## config.mk

```make
export PLATFORM = sky130hd
export DESIGN_NAME = audio_fade_alarm_sequencer
export DESIGN_NICKNAME = d
export VERILOG_FILES = /design/src/sv/afas_pkg.sv /design/src/sv/audio_fade_alarm_sequencer.sv /design/src/sv/afas_seq.sv
export SDC_FILE = /design/constraint.sdc
export NUM_CORES = 2
export LEC_CHECK = 0
export BUFFER_PORTS_ARGS = -buffer_cell sky130_fd_sc_hd__buf_4
export CORE_MARGIN = 3
export CORE_UTILIZATION = 35
export DETAILED_ROUTE_END_ITERATION = 16
export SYNTH_ARGS = -nofsm -noshare
export SYNTH_HDL_FRONTEND = slang
export SYNTH_SLANG_ARGS = --single-unit
```

## constraint.sdc

```tcl
create_clock -name clk -period 21.9 [get_ports clk]
set_clock_uncertainty 0.1 [all_clocks]
set_input_delay 3.285 -clock clk [delete_from_list [all_inputs] [get_ports clk]]
set_output_delay 3.285 -clock clk [all_outputs]
set_load 0.03 [all_outputs]
```

## src/sv/afas_pkg.sv

```systemverilog
`default_nettype none
// ----------------------------------------------------------------------------
// afas_pkg - shared types and constants of the audio fade alarm sequencer
// Holds the result bundle, register indexes and the fixed field widths.
// ----------------------------------------------------------------------------
package afas_pkg;

	// Width of the frame count field of one audio block.
	localparam int FRAMES_W = 13;

	// Width of the register index on the configuration port.
	localparam int CFG_INDEX_W = 1;

	// Register indexes on the configuration port.
	localparam logic [CFG_INDEX_W-1:0] REG_FADE_STEP    = 1'd0;
	localparam logic [CFG_INDEX_W-1:0] REG_ALARM_FRAMES = 1'd1;

	// Reset values of the registers, before trimming to their widths.
	localparam logic [31:0] FADE_STEP_RESET    = 32'd16;
	localparam logic [31:0] ALARM_FRAMES_RESET = 32'd960000;

	// One result item. The last member lands in bit 0 of the packed value.
	typedef struct packed {
		logic alarm_done;
		logic idle;
		logic falling;
		logic tone;
		logic init_tone;
		logic init_sound;
		logic power_down;
		logic power_up;
	} result_t;

endpackage : afas_pkg
`default_nettype wire

```

## src/sv/audio_fade_alarm_sequencer.sv

```systemverilog
`default_nettype none
// ----------------------------------------------------------------------------
// audio_fade_alarm_sequencer - fade and alarm control, one step per block
// Input register, combinational control step, result register.
// ----------------------------------------------------------------------------
// The input register loads at the input transfer, and the result register
// takes the control step of that block once the result register is free;
// a stalled result holds the block in the input register.
// Throughput: one audio block per cycle while the result side does not stall;
// the phase, fade and countdown update of one block completes in the cycle it leaves the input register.
// Reset: arst_n clears the pipeline valids, the phase (idle), the fade level,
// the alarm countdown and the resume flag, and loads the register defaults.
module audio_fade_alarm_sequencer #(
	parameter int FADE_FRAC_BITS = 16,
	parameter int COUNT_BITS     = 24
) (
	input  wire                                   clk,
	input  wire                                   arst_n,
	// Configuration write port, no read-back.
	input  wire                                   cfg_we,
	input  wire [afas_pkg::CFG_INDEX_W-1:0]       cfg_index,
	input  wire [((FADE_FRAC_BITS + 1 > COUNT_BITS) ?
		(FADE_FRAC_BITS + 1) : COUNT_BITS)-1:0]   cfg_data,
	// Block requests. tdata from bit 0: want_play, want_alarm, restart,
	// frames[12:0].
	input  wire                                   s_axis_tvalid,
	output logic                                  s_axis_tready,
	input  wire [15:0]                            s_axis_tdata,
	// Block results. tdata from bit 0: power_up, power_down, init_sound,
	// init_tone, tone, falling, idle, alarm_done.
	output logic                                  m_axis_tvalid,
	input  wire                                   m_axis_tready,
	output logic [7:0]                            m_axis_tdata
);
	import afas_pkg::*;

	localparam int SW = FADE_FRAC_BITS + 1;

	// Configuration registers.
	logic [SW-1:0]         fade_step_q;
	logic [COUNT_BITS-1:0] alarm_frames_q;

	// Input register stage.
	logic                  valid_s1;
	logic                  want_play_s1;
	logic                  want_alarm_s1;
	logic                  restart_s1;
	logic [FRAMES_W-1:0]   frames_s1;

	// Result register.
	logic                  out_valid_q;
	result_t               out_res_q;
	result_t               step_res;

	logic                  out_free;
	logic                  fire;

	// The result register can take a new result when it is empty or its
	// current result is being transferred this cycle. A block in the input
	// register is processed (and the state updated) only at that moment, so
	// the state always advances exactly once per delivered result.
	assign out_free      = !out_valid_q || m_axis_tready;
	assign fire          = valid_s1 && out_free;
	assign s_axis_tready = !valid_s1 || out_free;

	assign m_axis_tvalid = out_valid_q;
	assign m_axis_tdata  = out_res_q;

	always_ff @(posedge clk or negedge arst_n) begin
		if (!arst_n) begin
			fade_step_q    <= SW'(FADE_STEP_RESET);
			alarm_frames_q <= COUNT_BITS'(ALARM_FRAMES_RESET);
		end else if (cfg_we) begin
			case (cfg_index)
				REG_FADE_STEP:    fade_step_q    <= cfg_data[SW-1:0];
				REG_ALARM_FRAMES: alarm_frames_q <= cfg_data[COUNT_BITS-1:0];
				default: ;
			endcase
		end
	end

	always_ff @(posedge clk or negedge arst_n) begin
		if (!arst_n) begin
			valid_s1 <= 1'b0;
		end else if (s_axis_tready) begin
			valid_s1 <= s_axis_tvalid;
		end
	end

	always_ff @(posedge clk) begin
		if (s_axis_tvalid && s_axis_tready) begin
			want_play_s1  <= s_axis_tdata[0];
			want_alarm_s1 <= s_axis_tdata[1];
			restart_s1    <= s_axis_tdata[2];
			frames_s1     <= s_axis_tdata[3 +: FRAMES_W];
		end
	end

	always_ff @(posedge clk or negedge arst_n) begin
		if (!arst_n) begin
			out_valid_q <= 1'b0;
		end else if (out_free) begin
			out_valid_q <= valid_s1;
		end
	end

	always_ff @(posedge clk) begin
		if (fire) begin
			out_res_q <= step_res;
		end
	end

	// Phase machine, fade ramp and alarm countdown.
	afas_seq #(
		.FADE_FRAC_BITS (FADE_FRAC_BITS),
		.COUNT_BITS     (COUNT_BITS)
	) u_seq (
		.clk          (clk),
		.arst_n       (arst_n),
		.fire         (fire),
		.want_play    (want_play_s1),
		.want_alarm   (want_alarm_s1),
		.restart      (restart_s1),
		.frames       (frames_s1),
		.fade_step    (fade_step_q),
		.alarm_frames (alarm_frames_q),
		.res          (step_res)
	);

endmodule : audio_fade_alarm_sequencer
`default_nettype wire

```

## src/sv/afas_seq.sv

```systemverilog
`default_nettype none
// ----------------------------------------------------------------------------
// afas_seq - phase machine, fade level and alarm countdown
// Computes one control step per audio block and updates the state registers.
// ----------------------------------------------------------------------------
module afas_seq #(
	parameter int FADE_FRAC_BITS = 16,
	parameter int COUNT_BITS     = 24
) (
	input  wire                             clk,
	input  wire                             arst_n,
	input  wire                             fire,
	input  wire                             want_play,
	input  wire                             want_alarm,
	input  wire                             restart,
	input  wire [afas_pkg::FRAMES_W-1:0]    frames,
	input  wire [FADE_FRAC_BITS:0]          fade_step,
	input  wire [COUNT_BITS-1:0]            alarm_frames,
	output afas_pkg::result_t               res
);
	import afas_pkg::*;

	localparam int LW = FADE_FRAC_BITS + 1;
	localparam int DW = LW + FRAMES_W;
	localparam int PW = COUNT_BITS + LW;
	localparam logic [LW-1:0] FULL_SCALE = LW'(1) << FADE_FRAC_BITS;

	typedef enum logic [2:0] {
		PH_IDLE = 3'd0,
		PH_RUN  = 3'd1,
		PH_STOP = 3'd2,
		PH_DUCK = 3'd3,
		PH_RING = 3'd4,
		PH_REL  = 3'd5
	} phase_t;

	phase_t               phase_q, phase_mid, phase_nx;
	logic [LW-1:0]        level_q, level_nx;
	logic [COUNT_BITS-1:0] left_q, left_mid, left_nx;
	logic                 resume_q, resume_nx;
	logic                 early;
	logic                 fall;
	logic [PW-1:0]        ring_prod;
	logic [DW-1:0]        delta;
	logic [DW:0]          rise_sum;
	logic [DW-1:0]        level_ext;
	logic                 level_zero;

	assign level_zero = (level_q == '0);
	assign delta      = DW'(fade_step) * DW'(frames);
	assign level_ext  = DW'(level_q);
	assign rise_sum   = (DW+1)'(level_q) + (DW+1)'(delta);
	assign ring_prod  = PW'(left_mid) * PW'(fade_step);

	always_comb begin
		phase_mid = phase_q;
		left_mid  = left_q;
		resume_nx = resume_q;
		early     = 1'b0;
		res       = '0;

		case (phase_q)
			PH_RUN: begin
				if (want_alarm) begin
					resume_nx = 1'b1;
					phase_mid = PH_DUCK;
				end else if (!want_play) begin
					phase_mid = PH_STOP;
				end else if (restart && level_zero) begin
					res.init_sound = 1'b1;
				end
			end
			PH_STOP: begin
				if (want_alarm) begin
					resume_nx = 1'b0;
					phase_mid = PH_DUCK;
				end else if (want_play) begin
					phase_mid = PH_RUN;
				end
			end
			PH_DUCK: begin
				if (!want_alarm) begin
					phase_mid = PH_REL;
				end else if (level_zero) begin
					res.init_tone = 1'b1;
					left_mid      = alarm_frames;
					phase_mid     = PH_RING;
				end
			end
			PH_RING: begin
				if (!want_alarm) begin
					left_mid = '0;
				end
				if (!want_alarm || left_q == '0) begin
					phase_mid = PH_REL;
				end
			end
			PH_REL: begin
				if (level_zero) begin
					res.alarm_done = 1'b1;
					if (resume_q && want_play) begin
						phase_mid = PH_RUN;
					end else begin
						res.power_down = 1'b1;
						res.idle       = 1'b1;
						phase_mid      = PH_IDLE;
						early          = 1'b1;
					end
				end
			end
			default: begin
				// Idle, and the unused codes behave the same way.
				phase_mid = PH_IDLE;
				if (want_alarm) begin
					res.power_up  = 1'b1;
					res.init_tone = 1'b1;
					left_mid      = alarm_frames;
					resume_nx     = 1'b0;
					phase_mid     = PH_RING;
				end else if (want_play) begin
					res.power_up   = 1'b1;
					res.init_sound = 1'b1;
					phase_mid      = PH_RUN;
				end else begin
					res.idle = 1'b1;
					early    = 1'b1;
				end
			end
		endcase

		phase_nx = phase_mid;
		left_nx  = left_mid;
		level_nx = level_q;
		fall     = 1'b0;

		if (!early) begin
			res.tone = (phase_mid == PH_RING) || (phase_mid == PH_REL);
			if (phase_mid == PH_RING) begin
				fall = (ring_prod <= PW'(FULL_SCALE));
			end else begin
				fall = (phase_mid == PH_STOP) || (phase_mid == PH_DUCK) ||
					(phase_mid == PH_REL);
			end
			res.falling = fall;

			if (fall) begin
				level_nx = (level_ext > delta) ? LW'(level_ext - delta) : '0;
			end else begin
				level_nx = (rise_sum > (DW+1)'(FULL_SCALE)) ? FULL_SCALE
					: LW'(rise_sum);
			end

			if (phase_mid == PH_RING) begin
				left_nx = (left_mid > COUNT_BITS'(frames))
					? left_mid - COUNT_BITS'(frames) : '0;
			end

			if (phase_mid == PH_STOP && level_nx == '0) begin
				res.power_down = 1'b1;
				phase_nx       = PH_IDLE;
			end
		end
	end

	always_ff @(posedge clk or negedge arst_n) begin
		if (!arst_n) begin
			phase_q  <= PH_IDLE;
			level_q  <= '0;
			left_q   <= '0;
			resume_q <= 1'b0;
		end else if (fire) begin
			phase_q  <= phase_nx;
			level_q  <= level_nx;
			left_q   <= left_nx;
			resume_q <= resume_nx;
		end
	end

endmodule : afas_seq
`default_nettype wire
```

# Word level (Yosys, flattened, before mapping)
# Index checks and enable logic that the tools add are counted.
# classes
bitwise_logic,3
reduce_logical,27
mux,52
magnitude_cmp,4
multipliers,2
n_eq_ne,9
add_sub_neg,3
# ops
operator,count
$mux 24,7
$pmux 24 s3,1
$mux 17,4
$le 41x17->1 const B,1
$mul 24x17->41,1
$logic_not 17->1,2
$mux 3,11
$add 17x30->31,1
$gt 31x17->1 const B,1
$gt 17x30->1,1
$mul 17x13->30,1
$gt 24x13->1,1
$logic_not 24->1,1
$sub 24x13->24,1
$mux 1,22
$sub 17x17->17,1
$pmux 3 s5,1
$eq 3x2->1 const B,4
$eq 3x3->1 const B,4
$reduce_or 4->1,3
$pmux 1 s2,5
$logic_or 1x1->1,6
$reduce_and 2->1,3
$reduce_or 3->1,2
other kinds (7),15
# totals
register_bits,112
elab_cells,120
out_inout_bits,10
inputBits,46

# Longest topological paths before layout
# depth
depth_word,15
mapped_depth,39
depth_no_buf,34

# Cells and area by module
# A second synthesis with hierarchy kept.
# hier_totals
cells_unflattened,3394
hier_area_um2,28877.7
# modules_own_cells
module,seq_area_each_um2,cells_each,n_inst,area_each_um2
afas_seq,1126.1,3274,1,26459.1
audio_fade_alarm_sequencer,1806.7,120,1,2418.6

# Worst setup path before layout
# Ideal clock, no wire load.
# synth_path
path_kind,register to register
startpoint,register u_seq.level_q[2]
endpoint,register u_seq.phase_q[1]
period_less_slack_ns,9.918
setup_slack_ns,11.982
setup_time_ns,0.119
required_time_ns,21.681
path_stages_with_launch,36
t_arrival_ns,9.700
n_path_buf,5
path_cell_list,dfrtp_1 -> or4_1 -> nor3_1 -> nand2_1 -> o22ai_2 -> clkbuf_1 -> buf_1 -> a22o_1 -> clkbuf_1 -> clkbuf_1 -> nand2_1 -> fa_1 -> fa_1 -> inv_1 -> fa_1 -> fa_1 -> fa_1 -> inv_1 -> fa_1 -> inv_1 -> ha_1 -> buf_6 -> a21oi_2 -> nor3_1 -> or4_1 -> or4_1 -> nor4_1 -> nand4_1 -> nor4_2 -> nand4_1 -> o21ai_4 -> nor3_1 -> a211o_1 -> a211o_1 -> or3_1 -> o21a_1
# synth_via
elab_chain_cells,15
word_cells_on_any_way,32
cone_classes,add/sub (2); mul (1); order compare (3); eq/ne (4); mux (17); reduce/logical (5)
# synth_rtl
item,line_no,source
from (decl),afas_seq.sv:38,"logic [LW-1:0] level_q, level_nx;"
from (signal assigned),afas_seq.sv:173,level_q <= level_nx;
"parallel branches: the longest is 14 deep, another holds $mul 24x17->41",n/a,
$mux 3 *,afas_seq.sv:136,if (!early) begin
to (signal assigned),afas_seq.sv:172,phase_q <= phase_nx;
to (decl),afas_seq.sv:37,"phase_t phase_q, phase_mid, phase_nx;"
# Mark *: on every way between the ends. The select of a mux whose other input is x is not followed.
# A chain may end at the register's enable or synchronous reset.

# Final worst setup path
# Same ends and word-level chain as after synthesis.

==> insert_results.sql <==
INSERT INTO impl_metrics (metric_group, metric, value, unit) VALUES
('status', 'outcome', 'finished clean', ''),
('cts', 'clkLatencyLatePin', '0.38', 'ns'),
('cts', 'cts.sinks', '112', ''),
('cts', 'cts_resized', '0', ''),
('drt', 'post_drt_wl_per_cell', '18.6', 'µm'),
('worst_hold_path', 'hold_start', 'valid_s1', ''),
('global_routing', 'overflow', '0', ''),
('drt', 'vias_per_cell', '5.27', ''),
('placed_design', 'gp_congestion', '0.919', ''),
('cells_and_area', 'n_fill_cell', '8512', ''),
('cts', 'cts_tree', 'yes', ''),
('global_routing', 'grt_start_max_net_pins', '77', ''),
('cells_and_area', 'areaGrowthSynthToFinish', '5.22', '%'),
('drt', 'route.final.wire_length', '81700', 'µm'),
('cells_and_area', 'drive_gt1_frac', '0.0618', ''),
('drt', 'firstDrtPassIters', '5', ''),
('synth', 'synth-edff-count', '24', ''),
('drt', 'num_vias', '23100', ''),
('global_routing', 'grt_pass1_vias', '24300', ''),
('drt', 'ant_nets', '0', ''),
('sta', 'achievable-frequency', '0.0861', 'GHz'),
('cts', 'cts_max_level', '3', ''),
('setup_path', 'worst_r2r_startpoint', 'u_seq.level_q[2]', ''),
('sta', 'min_period_over_period', '0.530', ''),
('synth', 'synth_largest_type_area_fraction', '0.341', ''),
('synth', 'post_synth_num_cell_types', '97', ''),
('worst_hold_path', 'hold_class', 'reg -> reg', ''),
('setup_path', 'critPathArrivalTime', '11.80', 'ns'),
('worst_hold_path', 'hold_end', 'm_axis_tvalid', ''),
('placed_design', 'port_buffers', '55', ''),
('die', 'start_util', '0.354', ''),
('sta', 'slew_limit_fails', '0', ''),
('worst_hold_path', 'hold_path_depth', '1', ''),
('synth', 'synth_area_per_cell', '8.54', 'µm²'),
('setup_path', 'crit_type', 'reg -> reg', ''),
('cts', 'cts-root-to-sink-buffers', '2', ''),
('cells_and_area', 'antennaDiodeCount', '0', ''),
('sta', 'unrepaired_setup_endpoints_after_global_routing', 'false', ''),
('synth', 'postSynthCellCount', '3411', ''),
('die', 'die_x', '295', 'µm'),
('setup_path', 'critical_path_buf_inv_count', '6', ''),
('sta', 'worstMarginPinSlew', '1.11', 'ns'),
('synth', 'mappedNetlistNets', '4192', ''),
('setup_path', 'worstPathRequired', '22.08', 'ns'),
('cts', 'clockRootBuffer', 'clkbuf_16', ''),
('global_routing', 'grt_overall_usage', '0.193', ''),
('synth', 'portion_of_the_post_synthesis_area_used_by_sequential_elements', '0.101', ''),
('synth', 'synth_seq_cells', '112', ''),
('placed_design', 'dp.final_hpwl', '64000', 'µm'),
('die', 'fp.dieArea', '86800', 'µm²'),
('setup_path', 'critical_path.reg2reg.endpoint', 'u_seq.phase_q[1]', ''),
('sta', 'timing.setup.tns', '0', 'ns'),
('synth', 'synth_top_area_cell', 'fa_1', ''),
('synth', 'async_flop_share', '0.786', ''),
('die', 'core-area', '82200', 'µm²'),
('sta', 'timing.max_slew.rel_slack', '0.255', ''),
('setup_path', 'reg2reg_depth', '34', ''),
('synth', 'netlist_top_cells_area', 'fa_1 34%, ha_1 10%, inv_1 7.6%', ''),
('global_routing', 'grt_first_pass_wirelength', '135000', 'µm'),
('drt', 'dr.first_iter.drc_count', '1585', ''),
('setup_path', 'crit_slowest_cell', 'fa_1', ''),
('cells_and_area', 'nNetsFinal', '4092', ''),
('synth', 'yosysWarningCount', '0', ''),
('cts', 'cts_setup_buffers', '0', ''),
('sta', 'hold_viol', '0', ''),
('setup_path', 'critical_path.max_stage_delay', '0.54', 'ns'),
('cts', 'cts.reportedPaths.clkPinSlew', '0.09', 'ns'),
('global_routing', 'antenna_found_initial', '1', ''),
('setup_path', 'startpoint_type', 'register', ''),
('setup_path', 'cp_top_family', 'compound AO/OA/AOI/OAI gates', ''),
('cts', 'cts_bufs_inserted', '9', ''),
('sta', 'layout_min_cycle_time', '11.61', 'ns'),
('setup_path', 'critical_path.endpoint_type', 'register', ''),
('synth', 'synth_flop_cell', 'dfrtp_1', ''),
('cts', 'postCtsHoldBufs', '0', ''),
('drt', 'detail_route.drc_violations', '0', ''),
('synth', 'synth_area', '29100', 'µm²'),
('sta', 'setup_viol', '0', ''),
('setup_path', 'crit_top_cell', 'fa_1', ''),
('die', 'placement_rows', '105', ''),
('setup_path', 'critical_path_peak_fanout', '26', ''),
('die', 'fp.dieH', '295', 'µm'),
('die', 'num_io_pins', '56', ''),
('setup_path', 'setup_slack_reg_to_reg', '10.29', 'ns'),
('flow_run', 'maxCapViolCount', '0', '');
cell usage in the layout (no fill, tap or decap), types with 13 or more instances in the layout:
cell type,instances
o211ai_1,14
edfxtp_1,24
buf_4,89
dfrtp_1,80
xnor2_1,38
o21ai_0,96
nor2b_1,31
nor2_1,127
a21o_1,28
o21a_1,23
mux2_2,46
xor2_1,29
a21oi_1,110
nand2_1,524
inv_1,593
nand2b_1,28
and2_1,245
nor3_1,48
nand4_1,32
nand3_1,37
nor4_1,24
a31oi_1,13
fa_1,497
ha_1,238
a211oi_1,15
a22o_1,27
metrics by stage:
stage	worst slack (ns)	hold slack, ns	cell area [µm²]	util	instances
after floorplan	11.98	0.357	29100	-	3411
after global placement	10.62	0.365	30400	0.369	4370
after detailed placement	10.44	0.380	30400	0.369	4370
after CTS	10.42	0.401	30700	0.373	4386
after global routing	9.76	0.432	30700	0.373	4386
final	10.29	0.412	30700	0.373	4386
flip-flops by register name, indices dropped and copies added, names as in the netlist:
name,cells
want_alarm_s1,1
want_play_s1,1
m_axis_tdata,8
restart_s1,1
frames_s1,13
valid_s1,1
fade_step_q,17
m_axis_tvalid,1
u_seq.resume_q,1
u_seq.level_q,17
u_seq.phase_q,3
alarm_frames_q,24
u_seq.left_q,24
cells in the mapped netlist, drive strengths merged, types with 6 or more instances:
master     n
a211oi    16
mux2      46
nand4     32
o21ai    106
xor2      29
nor2     127
a31oi     14
a211o     10
a22o      27
edfxtp    24
o21bai    12
nor2b     32
fa       497
nor4      27
nand3     37
nand2b    28
clkbuf   170
o21a      23
dfrtp     80
a32oi      7
and3      12
a21oi    114
buf       30
a2111oi    9
nor3      48
dfstp      8
or3       14
o221ai    12
a221oi     8
inv      593
xnor2     39
nand2    524
mux2i     10
o31ai     10
and2     245
a21boi    11
ha       238
o211ai    15
nand3b     8
or2        6
a21o      28
final cells by class:
class / instances / area [µm²] / share of cell area
clock buffers: 9 / 225 / 0.00734
clock inverters: 7 / 77.6 / 0.00253
inverters: 593 / 2230 / 0.0726
multi-input cells: 2506 / 23200 / 0.756
flip-flops and latches: 112 / 2930 / 0.0956
well taps: 1070 / 1340 / 0.0437
repair buffers: 89 / 668 / 0.0218
worst reg2reg max path: cells and delay by family (launching register included):
family | cells | cell delay (ns)
compound gates | 11 | 3.56
flops | 1 | 0.42
simple gates | 10 | 3.20
buf+inv | 6 | 0.75
fa+ha+maj | 7 | 3.44
metal layers:
layer | vias up | wire length [µm] | global-route usage
met3 | 84 | 4690 | 0.0256
met4 | 0 | 1240 | 0.0310
met5 | - | 0 | 0
met1 | 11800 | 37100 | 0.271
met2 | 640 | 38800 | 0.324
li1 | 10600 | - | -
how the worst max path moves through the flow:
stage	start	end	cells past startpoint
2_1_floorplan	u_seq.level_q[2]	u_seq.phase_q[1]	35
3_3_place_gp	u_seq.level_q[2]	u_seq.phase_q[1]	34
3_5_place_dp	u_seq.level_q[2]	u_seq.phase_q[1]	34
4_1_cts	u_seq.level_q[2]	u_seq.phase_q[1]	32
5_1_grt	u_seq.level_q[2]	u_seq.phase_q[1]	34
6_report	u_seq.level_q[2]	u_seq.phase_q[1]	34
cell families (layout without fill, tap and decap cells):
kind of cell               after synthesis  after routing  share of synthesized area
AOI/OAI and AO/OA                      475            475                      0.114
DFF                                    112            112                      0.101
and+or+nand+nor                       1172           1172                      0.197
muxes                                   56             56                     0.0212
adders and majority gates              735            735                      0.444
buffers and inverters                  793            698                      0.104
xor gates and xnor gates                68             68                     0.0207
Power is left out: the tool's default activity adds up to more than one toggle a clock period on the data nets, which glitch-free logic cannot reach.
